--- config.mk ---
export PLATFORM = sky130hd
export DESIGN_NAME = alc_div
export DESIGN_NICKNAME = d
export VERILOG_FILES = /design/src/hdl/alc_pkg.sv /design/src/hdl/alc_div.sv
export SDC_FILE = /design/constraint.sdc
export NUM_CORES = 2
export LEC_CHECK = 0
export BUFFER_PORTS_ARGS = -buffer_cell sky130_fd_sc_hd__buf_2
export CAP_MARGIN = 25
export CORE_ASPECT_RATIO = 0.5
export CORE_MARGIN = 4
export CORE_UTILIZATION = 40
export CTS_CLUSTER_SIZE = 40
export DETAILED_ROUTE_END_ITERATION = 8
export SLEW_MARGIN = 25
export SYNTH_ARGS = -nofsm -noshare
export SYNTH_HDL_FRONTEND = slang
export SYNTH_SLANG_ARGS = --single-unit
--- constraint.sdc ---
create_clock -name clk -period 4.1 [get_ports clk]
set_input_delay 0.82 -clock clk [delete_from_list [all_inputs] [get_ports clk]]
set_output_delay 0.82 -clock clk [all_outputs]
set_load 0.01 [all_outputs]
--- src/hdl/alc_pkg.sv ---
// shared types, constants and table functions for the ambient light lux calculator
`timescale 1ns / 1ps
package alc_pkg;

    localparam int RATIO_FRAC_BITS_DEF = 16;
    localparam int POW_TABLE_DEPTH_DEF = 256;

    // q0.20 coefficients per segment
    localparam logic [31:0] C1A = 32'd31877;
    localparam logic [31:0] C1B = 32'd65012;
    localparam logic [31:0] C2A = 32'd23488;
    localparam logic [31:0] C2B = 32'd32506;
    localparam logic [31:0] C3A = 32'd13422;
    localparam logic [31:0] C3B = 32'd16043;
    localparam logic [31:0] C4A = 32'd1531;
    localparam logic [31:0] C4B = 32'd1174;

    localparam logic [10:0] LUX_MAX = 11'd2047;

    // segment codes
    localparam logic [2:0] SEG_NONE = 3'd0;
    localparam logic [2:0] SEG_ONE = 3'd1;
    localparam logic [2:0] SEG_TWO = 3'd2;
    localparam logic [2:0] SEG_THREE = 3'd3;
    localparam logic [2:0] SEG_FOUR = 3'd4;

    // register byte addresses
    localparam logic [2:0] ADDR_MAX_DISPLAY = 3'd0;
    localparam logic [2:0] ADDR_MIN_VISIBLE = 3'd4;

    typedef struct packed {
        logic [15:0] ch0_count;
        logic [15:0] ch1_count;
    } alc_in_t;

    typedef struct packed {
        logic [10:0] lux;
        logic [2:0]  ratio_region;
        logic [7:0]  display_level;
    } alc_out_t;

    // data that rides along with the ratio through the divider and table
    typedef struct packed {
        logic [2:0]  region;
        logic [31:0] a;
        logic [31:0] b;
    } alc_sb_t;

    // truncating q0.32 product
    function automatic logic [63:0] q32_mul(input logic [63:0] x, input logic [63:0] y);
        logic [63:0] p;
        p = {32'd0, x[31:0]} * {32'd0, y[31:0]};
        return p >> 32;
    endfunction

    // x^1.4 in q0.32 for x in q0.32, built at elaboration
    function automatic logic [31:0] pow_entry(input logic [63:0] x);
        logic [63:0] y;
        logic [63:0] z;
        logic [63:0] t;
        logic [63:0] t2;
        logic [63:0] t4;
        logic [63:0] t5;
        logic [63:0] r;
        y = q32_mul(x, x);
        z = 64'd0;
        for (int bitn = 31; bitn >= 0; bitn--)
        begin
            t = z | (64'd1 << bitn);
            t2 = q32_mul(t, t);
            t4 = q32_mul(t2, t2);
            t5 = q32_mul(t4, t);
            if (t5 <= y)
            begin
                z = t;
            end
        end
        r = q32_mul(x, z);
        return r[31:0];
    endfunction

endpackage

--- src/hdl/alc_div.sv ---
// pipelined restoring divider, one quotient bit per stage
`timescale 1ns / 1ps
module alc_div import alc_pkg::*; #(
    parameter int FRAC = RATIO_FRAC_BITS_DEF
) (
    input  logic            clk,
    input  logic            rst_n,
    input  logic            en,
    input  logic            in_valid,
    input  logic [15:0]     num,
    input  logic [15:0]     den,
    input  alc_sb_t         in_sb,
    output logic            out_valid,
    output logic [FRAC-1:0] quot,
    output alc_sb_t         out_sb
);

    logic [15:0]     rem_reg [FRAC+1];
    logic [FRAC-1:0] quot_reg [FRAC+1];
    logic [15:0]     den_reg [FRAC+1];
    alc_sb_t         sb_reg [FRAC+1];
    logic [FRAC:0]   valid_reg;

    // entry stage
    always_ff @(posedge clk or negedge rst_n)
    begin
        if (!rst_n)
        begin
            valid_reg[0] <= 1'b0;
        end
        else if (en)
        begin
            valid_reg[0] <= in_valid;
        end
    end

    always_ff @(posedge clk)
    begin
        if (en)
        begin
            rem_reg[0] <= num;
            quot_reg[0] <= '0;
            den_reg[0] <= den;
            sb_reg[0] <= in_sb;
        end
    end

    // one quotient bit per stage
    for (genvar k = 1; k <= FRAC; k++)
    begin : g_stage
        logic [16:0] trial;
        logic        ge;
        logic [16:0] diff;

        assign trial = {rem_reg[k-1], 1'b0};
        assign ge = trial >= {1'b0, den_reg[k-1]};
        assign diff = trial - {1'b0, den_reg[k-1]};

        always_ff @(posedge clk or negedge rst_n)
        begin
            if (!rst_n)
            begin
                valid_reg[k] <= 1'b0;
            end
            else if (en)
            begin
                valid_reg[k] <= valid_reg[k-1];
            end
        end

        always_ff @(posedge clk)
        begin
            if (en)
            begin
                rem_reg[k] <= ge ? diff[15:0] : trial[15:0];
                quot_reg[k] <= {quot_reg[k-1][FRAC-2:0], ge};
                den_reg[k] <= den_reg[k-1];
                sb_reg[k] <= sb_reg[k-1];
            end
        end
    end

    assign out_valid = valid_reg[FRAC];
    assign quot = quot_reg[FRAC];
    assign out_sb = sb_reg[FRAC];

endmodule

==> reports/results.tsv <==
stage	metric	value	unit
critical_path	CP endpoint kind	flip-flop	
critical_path	Crit Path Class	reg2reg	
timing	pins over their slew limit	0	
timing	actual slew at the worst max-slew pin	0.9472	ns
global_routing	GR Overflow Total	0	
logic_synthesis	post-synthesis sequential area ratio	76.32	%
clock_network	CTS H-tree lvls	4	
logic_synthesis	Synth Instances	4159	
die	Die Footprint	0.1844	mm^2
logic_synthesis	Seq cells post-synth	1804	
cells_and_area	commonest non-fill, non-tap cells in the layout	1,787 x edfxtp_1, 341 x inv_1, 255 x ha_1	
timing	period utilization	84.14	%
timing	RSZ-0062 raised after global routing	false	
cells_and_area	area delta synth->final	13.04	%
global_routing	initial antenna violation count	1	
clock_network	CTS buffer count	168	
critical_path	crit-path cells	inv_1 -> ha_1 -> nor2b_1 -> o21ai_0 -> a21boi_0 -> o31ai_2 -> a21oi_1 -> o21ai_2 -> mux2_2	
cells_and_area	multi-input logic area	0.01473	mm^2
logic_synthesis	fraction of registers with async set/reset	0.9424	%
cells_and_area	fraction of layout cells with a size suffix above 1	15.61	%
cells_and_area	max FFs per register	1139	
logic_synthesis	post-synthesis net count	4532	
placement	port bufs	186	
critical_path	critical path arrival	3.98	ns
global_routing	first-pass GRT wire length	184.3	mm
cells_and_area	most common cell after layout, fill and taps aside	edfxtp_1	
placement	# placed instances	6652	
global_routing	Total Routing Usage GR	12.24	%
routing	vias post-DR	33620	
logic_synthesis	Yosys warning count	0	
routing	DRC	0	
critical_path	CP max stage delay	0.71	ns
pwr	PwrDens	670.6	mW/mm^2
die	Core Region	0.1747	mm^2
timing	# setup viols final	0	
die	row cnt	108	
critical_path	Setup crit start kind	flip-flop	
cells_and_area	Fillers	14860	
routing	Via density	4.845	
timing	Setup Skew	0.04327	ns
placement	DPL Wire Length	74.41	mm
clock_network	clk_lat worst skew	0.79	ns
routing	drt total wl	113.8	mm
logic_synthesis	syn_area_per_cell	17.04	um^2
pwr	Leakage	29.54	nW
worst_hold_path	Worst Hold Class	in2reg	
die	Die Span Y	305.6	um
critical_path	worst path required time	4.63	ns
routing	Starting DRT DRC Count	2450	
clock_network	root buffer cell	clkbuf_16	
outcome	outcome	finished, final reports clean	
critical_path	largest fanout on the critical path	15	
timing	relative slew slack	36.03	%
cells_and_area	# diodes	0	
timing	Tmin final	3.450	ns
cells_and_area	# nets final	4831	
cells_and_area	Sequential cell area	0.05409	mm^2
clock_network	CTS tree	done	
cells_and_area	Final Non-Filler Cells	6939	
logic_synthesis	EDFF count, synth	1787	
logic_synthesis	Netlist cell types	93	
global_routing	vias in the first global route	34590	
routing	first drt pass iteration count	5	
routing	antenna viol nets, final	0	
logic_synthesis	Synth Flop Type	edfxtp_1	
timing	f_max	0.2899	GHz
clock_network	Max Buffers Root-to-Sink	4	
global_routing	largest net degree at the start of global routing	126	
die	I/O pin count	187	
die	die outline width	603.3	um
job	max-cap violation count	0	
timing	TNS Setup	0	ns
placement	GPL Wtd Cong	0.9049	
routing	Wirelength per Cell	16.40	um
logic_synthesis	post-synthesis cell area	0.07086	mm^2
critical_path	slowest CP cell	o21ai_2	
clock_network	clock sink count	1804	
clock_network	PostCTS Resize Cnt	0	
timing	final-report hold violation count	0	
clock_network	Clock transition at path regs	0.07	ns
pwr	peak supply drop	0.0003142	V
die	initial core utilization	40.56	%
[routing by layer]
metal	wire, um	track usage, %	up-vias
met3	4776	2.658	289
met1	50100	15.64	16340
li1	-	-	16390
met5	0	0	-
met4	3540	4.161	0
met2	55350	20.73	608
[repair_timing]
item | in CTS | in global routing
hold buffers | 1 | 0
buffers inserted | 0 | 0
hold endpoints to repair | 17 | 0
[cells in the mapped netlist, drive strengths merged, types with 20 or more instances]
cell type / instances / area share [%]
edfxtp: 1787 / 76
inv: 342 / 1.8
ha: 255 / 4.5
a21oi: 189 / 1.4
mux2: 189 / 3.0
nand2: 133 / 0.70
nor2: 133 / 0.71
o21ai: 125 / 0.90
xnor2: 94 / 1.2
a21o: 92 / 0.97
buf: 86 / 0.90
nor2b: 51 / 0.45
xor2: 50 / 0.62
nand3: 48 / 0.34
nor3: 47 / 0.33
o21a: 42 / 0.44
nand4: 34 / 0.30
clkbuf: 33 / 0.17
a211oi: 28 / 0.30
o31ai: 28 / 0.34
a31oi: 26 / 0.26
nand2b: 26 / 0.23
o21bai: 25 / 0.28
o31a: 23 / 0.29
mux2i: 22 / 0.31
and2: 20 / 0.18
[final cells by class]
cell class	count	area share, %
flip-flops and latches	1804	67.52
clock buffers	198	5.548
repair buffers	248	2.077
clock inverters	88	1.165
inverters	342	1.603
well taps	2365	3.694
multi-input cells	1894	18.39
[kinds of logic (layout without fill, tap and decap cells)]
logic type                 count (synthesis)  count (layout)  synth area share (%)
and+or+nand+nor                          559             559                 3.916
adders and majority gates                270             270                 4.926
xor gates and xnor gates                 144             144                 1.780
buffers and inverters                    461             876                 2.885
DFF                                     1804            1804                 76.32
AOI/OAI and AO/OA                        710             710                 6.817
muxes                                    211             211                 3.351
[critical path: cells and delay by family (launching register included)]
family,cells,cell delay (ns)
AO/OA/AOI/OAI,5,1.90
adder cells (fa/ha/maj),1,0.23
buffers and inverters,1,0.08
flip-flops,1,0.43
multiplexers,1,0.42
AND/OR/NAND/NOR,1,0.13
[metrics by stage]
stage	worst slack (ns)	area, um^2	utilization [%]	total power [mW]	hold WS (ns)
2_1_floorplan	1.344	70860	-	35.11	0.4003
3_3_place_gp	0.7475	74720	42.76	38.20	0.4003
3_5_place_dp	0.6427	74720	42.76	38.57	0.4045
4_1_cts	0.6045	80100	45.85	54.37	0.1079
5_1_grt	0.4382	80100	45.85	56.99	0.1151
6_report	0.6503	80100	45.85	53.72	0.1967
[where the power goes]
| group | internal, mW | total, mW | switching (mW) |
|---|---|---|---|
| Combinational | 6.34 | 13.7 | 7.33 |
| Sequential | 23.5 | 24.6 | 1.11 |
| Clock | 8.88 | 15.4 | 6.53 |
| Total | 38.7 | 53.7 | 15.0 |
[worst paths after layout]
path	end	depth (start not counted)	start	slack [ns]
min in group asynchronous	valid_reg[4]	2	rst_n	0.48
max in group asynchronous	valid_reg[12]	2	rst_n	3.33
hold reg to reg	sb_reg[0][421]	0	sb_reg[0][354]	0.38
setup reg to reg	rem_reg[0][25]	9	den_reg[0][1]	0.65
setup / recovery	rem_reg[0][25]	9	den_reg[0][1]	0.65
hold / removal	sb_reg[0][3]	1	in_sb[3]	0.20
(Power assumes the default switching activity.)
